`src/rtl/pps_pkg.sv`:
```
`timescale 1ns / 1ps
// ----------------------------------------------------------------------------
// pps_pkg: shared definitions for the preemptive priority scheduler
// Sizes, command codes, scheduler codes and the structs that travel between
// the controller and the chain of task cells.
// ----------------------------------------------------------------------------
package pps_pkg;

   // table and time sizes
   localparam int MAX_TASKS  = 16;
   localparam int TIME_BITS  = 16;
   localparam int FIELD_BITS = 16;
   localparam int PRIO_BITS  = 8;
   localparam int SLOT_BITS  = 4;
   localparam int IDX_BITS   = (MAX_TASKS > 1) ? $clog2(MAX_TASKS) : 1;
   localparam int COUNT_BITS = $clog2(MAX_TASKS + 1);
   localparam int CODE_BITS  = $clog2(MAX_TASKS + 2);

   localparam logic [TIME_BITS-1:0] TIME_MAX = {TIME_BITS{1'b1}};

   // command codes
   localparam logic CMD_LOAD = 1'b0;
   localparam logic CMD_TICK = 1'b1;

   // served-slot codes beside the slot numbers themselves
   localparam logic [CODE_BITS-1:0] IDLE_CODE = CODE_BITS'(MAX_TASKS);
   localparam logic [CODE_BITS-1:0] NONE_CODE = {CODE_BITS{1'b1}};

   // best candidate so far, handed from cell to cell
   typedef struct packed {
      logic                  found;
      logic [IDX_BITS-1:0]   slot;
      logic [PRIO_BITS-1:0]  prio;
      logic [FIELD_BITS-1:0] arrival;
      logic [FIELD_BITS-1:0] burst;
      logic [FIELD_BITS-1:0] remaining;
   } token_type;

   // slot write broadcast to every cell
   typedef struct packed {
      logic                  en;
      logic [IDX_BITS-1:0]   slot;
      logic [FIELD_BITS-1:0] arrival;
      logic [FIELD_BITS-1:0] burst;
      logic [PRIO_BITS-1:0]  prio;
   } load_type;

   // service broadcast: one tick of work for the winning slot
   typedef struct packed {
      logic                en;
      logic [IDX_BITS-1:0] slot;
   } serve_type;

   // controller states
   typedef enum logic [3:0] {
      ST_IDLE   = 4'b0001,
      ST_SCAN   = 4'b0010,
      ST_UPDATE = 4'b0100,
      ST_FINISH = 4'b1000
   } state_type;

endpackage

```
`src/rtl/preemptive_priority_scheduler.sv`:
```
`timescale 1ns / 1ps
// ----------------------------------------------------------------------------
// preemptive_priority_scheduler: top level of the task scheduler
// Loads task slots and, on each tick command, serves the most urgent
// arrived task and reports the tick on a one-cycle result strobe.
// ----------------------------------------------------------------------------
// A load beat (req_cmd = 0) gives no result and leaves busy low. A tick
// beat (req_cmd = 1) runs the SCAN, UPDATE and FINISH states: the
// best-candidate token walks the chain of task cells one cell per clock,
// then UPDATE applies the service and FINISH builds the result. The result
// beat is on the rsp_ ports for exactly one cycle, flagged by rsp_valid, and
// cannot be held off; a new command may be issued in that same cycle.
// Ticks after every task finishes report idle.
// ----------------------------------------------------------------------------
module preemptive_priority_scheduler (
   input  logic        clock,
   input  logic        reset,
   input  logic        start,
   output logic        busy,
   input  logic        req_cmd,
   input  logic [3:0]  req_slot,
   input  logic [15:0] req_arrival_time,
   input  logic [15:0] req_burst_length,
   input  logic [7:0]  req_task_priority,
   output logic        rsp_valid,
   output logic        rsp_is_idle,
   output logic [3:0]  rsp_running_slot,
   output logic        rsp_switched,
   output logic [15:0] rsp_tick_start,
   output logic        rsp_finished,
   output logic [15:0] rsp_completion_time,
   output logic [15:0] rsp_turnaround,
   output logic [15:0] rsp_waiting,
   output logic        rsp_all_done
);

   pps_pkg::state_type             state_ff, state_in;
   logic [pps_pkg::IDX_BITS-1:0]   scan_cnt_ff, scan_cnt_in;
   logic [pps_pkg::TIME_BITS-1:0]  now_time_ff, now_time_in;
   logic [pps_pkg::TIME_BITS-1:0]  start_ff;
   logic [pps_pkg::CODE_BITS-1:0]  last_served_ff;
   logic [pps_pkg::COUNT_BITS-1:0] loaded_count_ff, loaded_count_in;
   logic [pps_pkg::COUNT_BITS-1:0] done_count_ff, done_count_in;
   pps_pkg::token_type             win_ff;

   logic                           rsp_valid_ff;
   logic                           rsp_is_idle_ff;
   logic [3:0]                     rsp_running_slot_ff;
   logic                           rsp_switched_ff;
   logic [15:0]                    rsp_tick_start_ff;
   logic                           rsp_finished_ff;
   logic [15:0]                    rsp_completion_time_ff;
   logic [15:0]                    rsp_turnaround_ff;
   logic [15:0]                    rsp_waiting_ff;
   logic                           rsp_all_done_ff;

   logic                           accept;
   logic                           slot_hit;
   logic [pps_pkg::IDX_BITS-1:0]   slot_idx;
   pps_pkg::load_type              load;
   pps_pkg::serve_type             serve;
   pps_pkg::token_type             tok_chain [pps_pkg::MAX_TASKS+1];
   logic [pps_pkg::MAX_TASKS-1:0]  valid_vec;
   logic [pps_pkg::MAX_TASKS-1:0]  done_vec;
   pps_pkg::token_type             tail;
   logic                           tail_fin;
   logic [pps_pkg::TIME_BITS-1:0]  next_time;
   logic [pps_pkg::CODE_BITS-1:0]  code;
   logic [31:0]                    tat;
   logic [31:0]                    wt;
   logic                           fin;

   assign busy     = (state_ff != pps_pkg::ST_IDLE);
   assign accept   = start && !busy;
   assign slot_hit = (32'(req_slot) < pps_pkg::MAX_TASKS);
   assign slot_idx = pps_pkg::IDX_BITS'(req_slot);

   // broadcast slot writes to the chain
   always_comb begin
      load.en      = accept && (req_cmd == pps_pkg::CMD_LOAD) && slot_hit;
      load.slot    = slot_idx;
      load.arrival = req_arrival_time;
      load.burst   = req_burst_length;
      load.prio    = req_task_priority;
   end

   // serve the winner once its token has left the last cell
   assign tail       = tok_chain[pps_pkg::MAX_TASKS];
   assign tail_fin   = tail.found && (tail.remaining == 1);
   assign serve.en   = (state_ff == pps_pkg::ST_UPDATE) && tail.found;
   assign serve.slot = tail.slot;

   // chain of task cells; the leftmost cell sees an empty token
   assign tok_chain[0] = '0;

   for (genvar g = 0; g < pps_pkg::MAX_TASKS; g++) begin : g_cell
      pps_cell u_cell (
         .clock      (clock),
         .reset      (reset),
         .cell_index (pps_pkg::IDX_BITS'(g)),
         .load       (load),
         .serve      (serve),
         .now_time   (now_time_ff),
         .tok_in     (tok_chain[g]),
         .tok_out    (tok_chain[g+1]),
         .valid_out  (valid_vec[g]),
         .done_out   (done_vec[g])
      );
   end

   // saturating time advance
   assign next_time = (now_time_ff == pps_pkg::TIME_MAX) ? now_time_ff
                                                         : now_time_ff + 1'b1;

   // sequence a tick: scan the chain, serve, report
   always_comb begin
      state_in    = state_ff;
      scan_cnt_in = scan_cnt_ff;
      unique case (state_ff)
         pps_pkg::ST_IDLE: begin
            scan_cnt_in = '0;
            if (accept && (req_cmd == pps_pkg::CMD_TICK)) begin
               state_in = pps_pkg::ST_SCAN;
            end
         end
         pps_pkg::ST_SCAN: begin
            scan_cnt_in = scan_cnt_ff + 1'b1;
            if (scan_cnt_ff == pps_pkg::IDX_BITS'(pps_pkg::MAX_TASKS - 1)) begin
               state_in = pps_pkg::ST_UPDATE;
            end
         end
         pps_pkg::ST_UPDATE: begin
            state_in = pps_pkg::ST_FINISH;
         end
         pps_pkg::ST_FINISH: begin
            state_in = pps_pkg::ST_IDLE;
         end
         default: begin
            state_in = pps_pkg::ST_IDLE;
         end
      endcase
   end

   // track loaded and finished slot counts
   always_comb begin
      loaded_count_in = loaded_count_ff;
      done_count_in   = done_count_ff;
      if (load.en) begin
         if (!valid_vec[slot_idx]) begin
            loaded_count_in = loaded_count_ff + 1'b1;
         end else if (done_vec[slot_idx]) begin
            done_count_in = done_count_in - 1'b1;
         end
         if (req_burst_length == '0) begin
            done_count_in = done_count_in + 1'b1;
         end
      end else if ((state_ff == pps_pkg::ST_UPDATE) && tail_fin) begin
         done_count_in = done_count_ff + 1'b1;
      end
   end

   assign now_time_in = (state_ff == pps_pkg::ST_UPDATE) ? next_time : now_time_ff;

   // control registers
   always_ff @(posedge clock) begin
      if (reset) begin
         state_ff        <= pps_pkg::ST_IDLE;
         scan_cnt_ff     <= '0;
         now_time_ff     <= '0;
         last_served_ff  <= pps_pkg::NONE_CODE;
         loaded_count_ff <= '0;
         done_count_ff   <= '0;
         rsp_valid_ff    <= 1'b0;
      end else begin
         state_ff        <= state_in;
         scan_cnt_ff     <= scan_cnt_in;
         now_time_ff     <= now_time_in;
         loaded_count_ff <= loaded_count_in;
         done_count_ff   <= done_count_in;
         rsp_valid_ff    <= (state_ff == pps_pkg::ST_FINISH);
         if (state_ff == pps_pkg::ST_FINISH) begin
            last_served_ff <= code;
         end
      end
   end

   // hold the winner and the tick start for the report cycle
   always_ff @(posedge clock) begin
      if (state_ff == pps_pkg::ST_UPDATE) begin
         win_ff   <= tail;
         start_ff <= now_time_ff;
      end
   end

   // build the result beat from the held winner
   always_comb begin
      code = win_ff.found ? pps_pkg::CODE_BITS'(win_ff.slot) : pps_pkg::IDLE_CODE;
      fin  = win_ff.found && (win_ff.remaining == 1);
      tat  = 32'(now_time_ff) - 32'(win_ff.arrival);
      wt   = (tat >= 32'(win_ff.burst)) ? (tat - 32'(win_ff.burst)) : '0;
   end

   // result payload registers
   always_ff @(posedge clock) begin
      if (state_ff == pps_pkg::ST_FINISH) begin
         rsp_is_idle_ff         <= !win_ff.found;
         rsp_running_slot_ff    <= win_ff.found ? 4'(win_ff.slot) : 4'd0;
         rsp_switched_ff        <= (code != last_served_ff);
         rsp_tick_start_ff      <= 16'(start_ff);
         rsp_finished_ff        <= fin;
         rsp_completion_time_ff <= fin ? 16'(now_time_ff) : 16'd0;
         rsp_turnaround_ff      <= fin ? tat[15:0] : 16'd0;
         rsp_waiting_ff         <= fin ? wt[15:0] : 16'd0;
         rsp_all_done_ff        <= (done_count_ff == loaded_count_ff);
      end
   end

   assign rsp_valid           = rsp_valid_ff;
   assign rsp_is_idle         = rsp_is_idle_ff;
   assign rsp_running_slot    = rsp_running_slot_ff;
   assign rsp_switched        = rsp_switched_ff;
   assign rsp_tick_start      = rsp_tick_start_ff;
   assign rsp_finished        = rsp_finished_ff;
   assign rsp_completion_time = rsp_completion_time_ff;
   assign rsp_turnaround      = rsp_turnaround_ff;
   assign rsp_waiting         = rsp_waiting_ff;
   assign rsp_all_done        = rsp_all_done_ff;

   // a result beat only follows the report cycle
   a_rsp_after_finish: assert property (@(posedge clock) disable iff (reset)
      rsp_valid |-> $past(state_ff == pps_pkg::ST_FINISH))
      else $error("result beat without a report cycle");

   // finished slots never outnumber loaded slots
   a_count_order: assert property (@(posedge clock) disable iff (reset)
      done_count_ff <= loaded_count_ff)
      else $error("done count exceeds loaded count");

   // a tick beat makes the block busy on the next cycle
   a_tick_busy: assert property (@(posedge clock) disable iff (reset)
      (accept && (req_cmd == pps_pkg::CMD_TICK)) |=> busy)
      else $error("tick accepted without going busy");

   // a completion is never reported on an idle tick
   a_fin_not_idle: assert property (@(posedge clock) disable iff (reset)
      (rsp_valid && rsp_finished) |-> !rsp_is_idle)
      else $error("completion reported on an idle tick");

   // time only moves in the service cycle
   a_time_hold: assert property (@(posedge clock) disable iff (reset)
      (state_ff != pps_pkg::ST_UPDATE) |=> $stable(now_time_ff))
      else $error("time moved outside the service cycle");

endmodule

```
`src/rtl/pps_cell.sv`:
```
`timescale 1ns / 1ps
// ----------------------------------------------------------------------------
// pps_cell: one task slot of the scheduler chain
// Holds the slot's arrival, burst, remaining time and priority, merges
// itself into the best-candidate token from its left neighbor and registers
// the token for its right neighbor every cycle.
// ----------------------------------------------------------------------------
module pps_cell (
   input  logic                          clock,
   input  logic                          reset,
   input  logic [pps_pkg::IDX_BITS-1:0]  cell_index,
   input  pps_pkg::load_type             load,
   input  pps_pkg::serve_type            serve,
   input  logic [pps_pkg::TIME_BITS-1:0] now_time,
   input  pps_pkg::token_type            tok_in,
   output pps_pkg::token_type            tok_out,
   output logic                          valid_out,
   output logic                          done_out
);

   logic                           valid_ff;
   logic                           done_ff;
   logic [pps_pkg::FIELD_BITS-1:0] arrival_ff;
   logic [pps_pkg::FIELD_BITS-1:0] burst_ff;
   logic [pps_pkg::FIELD_BITS-1:0] remaining_ff;
   logic [pps_pkg::PRIO_BITS-1:0]  prio_ff;
   pps_pkg::token_type             tok_ff;
   pps_pkg::token_type             tok_in_mux;
   logic                           eligible;
   logic                           take;

   // decide whether this slot beats the incoming candidate
   always_comb begin
      eligible = valid_ff && !done_ff && (remaining_ff != '0) &&
                 (32'(arrival_ff) <= 32'(now_time));
      take     = eligible && (!tok_in.found || (prio_ff < tok_in.prio));
      tok_in_mux = tok_in;
      if (take) begin
         tok_in_mux.found     = 1'b1;
         tok_in_mux.slot      = cell_index;
         tok_in_mux.prio      = prio_ff;
         tok_in_mux.arrival   = arrival_ff;
         tok_in_mux.burst     = burst_ff;
         tok_in_mux.remaining = remaining_ff;
      end
   end

   // hand the token to the right neighbor
   always_ff @(posedge clock) begin
      if (reset) begin
         tok_ff.found <= 1'b0;
      end else begin
         tok_ff.found <= tok_in_mux.found;
      end
      tok_ff.slot      <= tok_in_mux.slot;
      tok_ff.prio      <= tok_in_mux.prio;
      tok_ff.arrival   <= tok_in_mux.arrival;
      tok_ff.burst     <= tok_in_mux.burst;
      tok_ff.remaining <= tok_in_mux.remaining;
   end

   // slot status: write on load, retire when the last tick is served
   always_ff @(posedge clock) begin
      if (reset) begin
         valid_ff <= 1'b0;
         done_ff  <= 1'b0;
      end else if (load.en && (load.slot == cell_index)) begin
         valid_ff <= 1'b1;
         done_ff  <= (load.burst == '0);
      end else if (serve.en && (serve.slot == cell_index) && (remaining_ff == 1)) begin
         done_ff  <= 1'b1;
      end
   end

   // slot payload
   always_ff @(posedge clock) begin
      if (load.en && (load.slot == cell_index)) begin
         arrival_ff   <= load.arrival;
         burst_ff     <= load.burst;
         remaining_ff <= load.burst;
         prio_ff      <= load.prio;
      end else if (serve.en && (serve.slot == cell_index) && (remaining_ff != '0)) begin
         remaining_ff <= remaining_ff - 1'b1;
      end
   end

   assign tok_out   = tok_ff;
   assign valid_out = valid_ff;
   assign done_out  = done_ff;

endmodule

```
`config.mk`:
```
export PLATFORM = sky130hd
export DESIGN_NAME = preemptive_priority_scheduler
export DESIGN_NICKNAME = d
export VERILOG_FILES = /design/src/rtl/pps_pkg.sv /design/src/rtl/preemptive_priority_scheduler.sv /design/src/rtl/pps_cell.sv
export SDC_FILE = /design/constraint.sdc
export NUM_CORES = 2
export LEC_CHECK = 0
export BUFFER_PORTS_ARGS = -buffer_cell sky130_fd_sc_hd__buf_2
export CAP_MARGIN = 20
export CORE_MARGIN = 2
export CORE_UTILIZATION = 60
export CTS_CLUSTER_SIZE = 30
export DETAILED_ROUTE_END_ITERATION = 8
export HOLD_SLACK_MARGIN = 0.02
export PLACE_DENSITY = 0.76
export SYNTH_ARGS = -nofsm -noshare
export SYNTH_HDL_FRONTEND = slang
export SYNTH_SLANG_ARGS = --single-unit
```
`constraint.sdc`:
```
create_clock -name clock -period 6.5 [get_ports clock]
set_input_delay 1.3 -clock clock [delete_from_list [all_inputs] [get_ports clock]]
set_output_delay 1.3 -clock clock [all_outputs]
set_load 0.01 [all_outputs]
```
==> results.ini <==
[run_status]
status = complete, no violations

[synth]
synth_xor_area_frac = 0.02673
synth_edf_count = 1037
synth_fa_ha_area_frac = 0.06476
synth-simple-area-share = 0.09827
ys.flop_type = edfxtp_1
synth_top_family_by_area = simple AND/OR/NAND/NOR gates
ys_seq_area_frac = 0.6158
syn-num-nets = 7274
synthMuxAreaShare = 0.08451
syn_area_per_cell_um2 = 12.35
ys_types = 87
ys_ff_latch = 2062
async_flop_share = 0
syn-cell-area_um2 = 83890
yosysWarningCount = 0
synth_compound_area_frac = 0.08008
netlist_instances = 6793

[worst_setup_path]
r2r-end = rsp_waiting[1]$_SDFFCE_PN0P_
worstSetupPathType = register to register
crit_arrival_ns = 5.46
worstPathMaxFanout = 16
critPathRequiredTime_ns = 7.00
cp_cell_sequence = ha_1 -> nor2b_1 -> o21ai_0 -> a21oi_1 -> o21ai_0 -> a31oi_1 -> o21ai_0 -> nor3b_1 -> nor2_1 -> ha_1 -> a21o_1 -> a21oi_1 -> o21ai_0 -> a21o_1 -> a21oi_1 -> a31oi_1 -> o21ai_1 -> a21boi_0
end_kind = register
crit_top_cell = o21ai_0
cp-start-kind = register
startpoint = now_time_ff[1]$_SDFFE_PP0P_
ff2ff_setup_slack_ns = 1.54
timing.rr.start = now_time_ff[1]$_SDFFE_PP0P_
crit_cells = 18
endpoint = rsp_waiting[1]$_SDFFCE_PN0P_
r2r_cells = 18
max_stage_delay_ns = 0.74
worst-path-buf-inv = 0
crit_family = compound AO/OA/AOI/OAI gates
slowest_stage = o21ai_1

[timing]
period_minus_slack_ns = 4.961
slew_headroom = 0.1989
period_share = 0.7632
finalHoldViolations = 0
fin_worst_skew_ns = 0.03014
setup_tns_ns = 0
rsz0062_at_grt = no
max_freq_mhz = 201.6
drv_slew = 0
setup_viol = 0
worst_slew_pin_slew_ns = 1.193

[cells_and_area]
drive_above_1_share = 0.1729
fillers = 10120
multi_input_area_um2 = 29940
areaGrowthSynthToFinish_pct = 10.76
final_nets = 7396
register_area_um2 = 51660

[placed_design]
gp_routability_congestion = 0.9685
dp_hpwl_um = 124100
io_buffers = 121

[clocking]
cts_tree = done
cts_resized = 0
clock_latency_ns = 0.82
clk_pin_slew_worst_paths_ns = 0.06
cts_max_path_buffers = 3
cts_made_buffers = 198
clock-root-buffer = clkbuf_16
hold_buffers = 0
htree_levels = 4
clkSinkCount = 2062
post_cts.repair.setup_buffers = 0

[grt]
grt_pass1_wl_um = 288200
antenna_found_initial = 7
grt_max_degree = 86
track_usage = 0.2583
grt_overflow = 0
grt_pass1_vias = 51640

[floorplanning]
io_pins = 122
initial_core_util = 0.6027
die_y_um = 377.9
dieWidth_um = 377.9
rows = 137
design.die.area_um2 = 142800
core_area_um2 = 139200

[detailed_routing]
num_vias = 51790
drc = 0
wire_per_inst_um = 20.56
vias_per_cell = 5.777
firstDrtPassIters = 6
drt_iter0_drc = 4098
ant_nets = 0
drt-total-wl_um = 184300

[flow_run]
maxCapViolCount = 0

[power_and_ir_drop]
power_mw = 25.86
ir_worst_vdd_mv = 0.2580
p_per_area_nw_per_um2 = 278.3
power.leakage_nw = 34.91

[hold_path]
min_path_type = register to register

## worst min-delay path by stage
stage,slack [ns],to,start,cells past startpoint
final,0.40,win_ff[22]$_DFFE_PP_,g_cell[15].u_cell.tok_out[22]$_DFF_P_,0
after global placement,0.39,win_ff[30]$_DFFE_PP_,g_cell[15].u_cell.tok_out[30]$_DFF_P_,0
after detailed placement,0.39,win_ff[19]$_DFFE_PP_,g_cell[15].u_cell.tok_out[19]$_DFF_P_,0
after CTS,0.39,g_cell[15].u_cell.tok_out[59]$_SDFF_PP1_,g_cell[14].u_cell.tok_out[59]$_SDFF_PP1_,1
after global routing,0.41,win_ff[25]$_DFFE_PP_,g_cell[15].u_cell.tok_out[25]$_DFF_P_,0
after floorplan,0.39,win_ff[16]$_DFFE_PP_,g_cell[15].u_cell.tok_out[16]$_DFF_P_,0
## synthesized netlist by cell type, types with 8 or more instances
cell type | count | area [um2]
buf_4 | 18 | 135.1
a21o_1 | 99 | 743.2
or2_2 | 16 | 100.1
nor2_1 | 301 | 1130
a211o_1 | 14 | 122.6
inv_1 | 255 | 957.2
or3_1 | 26 | 162.7
o211ai_1 | 10 | 75.07
o21ai_0 | 304 | 1521
buf_1 | 12 | 45.04
clkbuf_1 | 150 | 563.0
buf_2 | 90 | 450.4
nand2b_1 | 51 | 319.1
buf_6 | 29 | 326.6
a211oi_1 | 39 | 292.8
mux2_2 | 604 | 6802
nand2_1 | 797 | 2992
o21a_1 | 79 | 593.1
a21oi_1 | 203 | 1016
nor4_1 | 68 | 425.4
and3_1 | 18 | 112.6
edfxtp_1 | 1037 | 31140
nor2b_1 | 51 | 319.1
xor2_1 | 70 | 613.1
o22ai_1 | 220 | 1376
dfxtp_1 | 1025 | 20520
nand4_1 | 77 | 481.7
xnor2_1 | 186 | 1629
mux4_2 | 8 | 180.2
ha_1 | 431 | 5393
nand3_1 | 136 | 680.7
nor3_1 | 121 | 605.6
o31ai_1 | 21 | 157.7
nand3b_1 | 8 | 60.06
or4_1 | 19 | 142.6
a31oi_1 | 25 | 156.4
o21bai_1 | 11 | 82.58
o31a_1 | 8 | 70.07
and2_1 | 26 | 162.7
## state kept, by name (all words and copies together), names as in the netlist, 4 cells and up
name                        count
g_cell.u_cell.prio_ff         128
last_served_ff                  5
now_time_ff                    16
g_cell.u_cell.remaining_ff    256
g_cell.u_cell.arrival_ff      256
g_cell.u_cell.done_out         16
done_count_ff                   5
g_cell.u_cell.burst_ff        256
rsp_waiting                    16
rsp_tick_start                 16
g_cell.u_cell.tok_out         953
rsp_completion_time            16
scan_cnt_ff                     4
start_ff                       16
state_ff                        4
rsp_turnaround                 16
win_ff                         53
loaded_count_ff                 5
rsp_running_slot                4
g_cell.u_cell.valid_out        16
## area by class of cell
type | count | area share
flip-flops and latches | 2062 | 0.5560
multi-input cells | 4170 | 0.3222
clock buffers | 273 | 0.06011
well taps | 1876 | 0.02526
repair buffers | 222 | 0.01484
clock inverters | 99 | 0.01099
inverters | 261 | 0.01056
diodes | 2 | 0.00005386
## per-stage QoR
stage / hold slack (ns) / instance area [um2] / setup slack (ns) / cells / util
floorplan: 0.3855 / 83890 / 0.7259 / 6793 / -
global placement: 0.3863 / 86290 / 1.642 / 8590 / 0.6199
detailed placement: 0.3887 / 86310 / 1.627 / 8591 / 0.6201
CTS: 0.3937 / 92910 / 1.585 / 8963 / 0.6675
global route: 0.4055 / 92910 / 0.9907 / 8963 / 0.6675
finish: 0.4021 / 92920 / 1.539 / 8965 / 0.6676
## cells by family (layout without fill, tap and decap cells)
family / count (synthesis) / count (layout)
AND/OR/NAND/NOR: 1770 / 1770
multiplexers: 622 / 622
buffers and inverters: 561 / 855
adder cells (fa/ha/maj): 433 / 433
other: 0 / 2
AO/OA/AOI/OAI: 1089 / 1089
flip-flops: 2062 / 2062
XOR/XNOR: 256 / 256
## power by group
group	switching, mW	leakage [nW]	internal (mW)
logic	0.339	14.0	0.164
clock network	4.79	3.25	6.73
registers	0.0696	17.7	13.8
## layout by cell type, fill, tap and decap left out, types with 20 or more instances in the layout
| cell type | n |
|---|---|
| a211oi_1 | 38 |
| a21o_1 | 99 |
| a21oi_1 | 202 |
| a31oi_1 | 24 |
| and2_1 | 26 |
| buf_2 | 120 |
| buf_4 | 101 |
| clkbuf_1 | 48 |
| clkbuf_16 | 205 |
| clkbuf_8 | 20 |
| clkinv_1 | 20 |
| clkinv_2 | 43 |
| dfxtp_1 | 1025 |
| edfxtp_1 | 1037 |
| ha_1 | 431 |
| inv_1 | 249 |
| mux2_2 | 604 |
| nand2_1 | 797 |
| nand2b_1 | 51 |
| nand3_1 | 136 |
| nand4_1 | 77 |
| nor2_1 | 300 |
| nor2b_1 | 51 |
| nor3_1 | 121 |
| nor4_1 | 67 |
| o21a_1 | 79 |
| o21ai_0 | 299 |
| o22ai_1 | 220 |
| or3_1 | 26 |
| xnor2_1 | 186 |
| xor2_1 | 70 |
## metal layers
| layer | vias to the layer above | track usage | part of all wire |
|---|---|---|---|
| met5 | - | 0 | 0.00025 |
| met4 | 6 | 0.1003 | 0.036 |
| met3 | 393 | 0.03829 | 0.066 |
| met2 | 1680 | 0.4167 | 0.46 |
| met1 | 24930 | 0.3545 | 0.44 |
| li1 | 24780 | - | - |
Power figures use the tool's default switching activity.
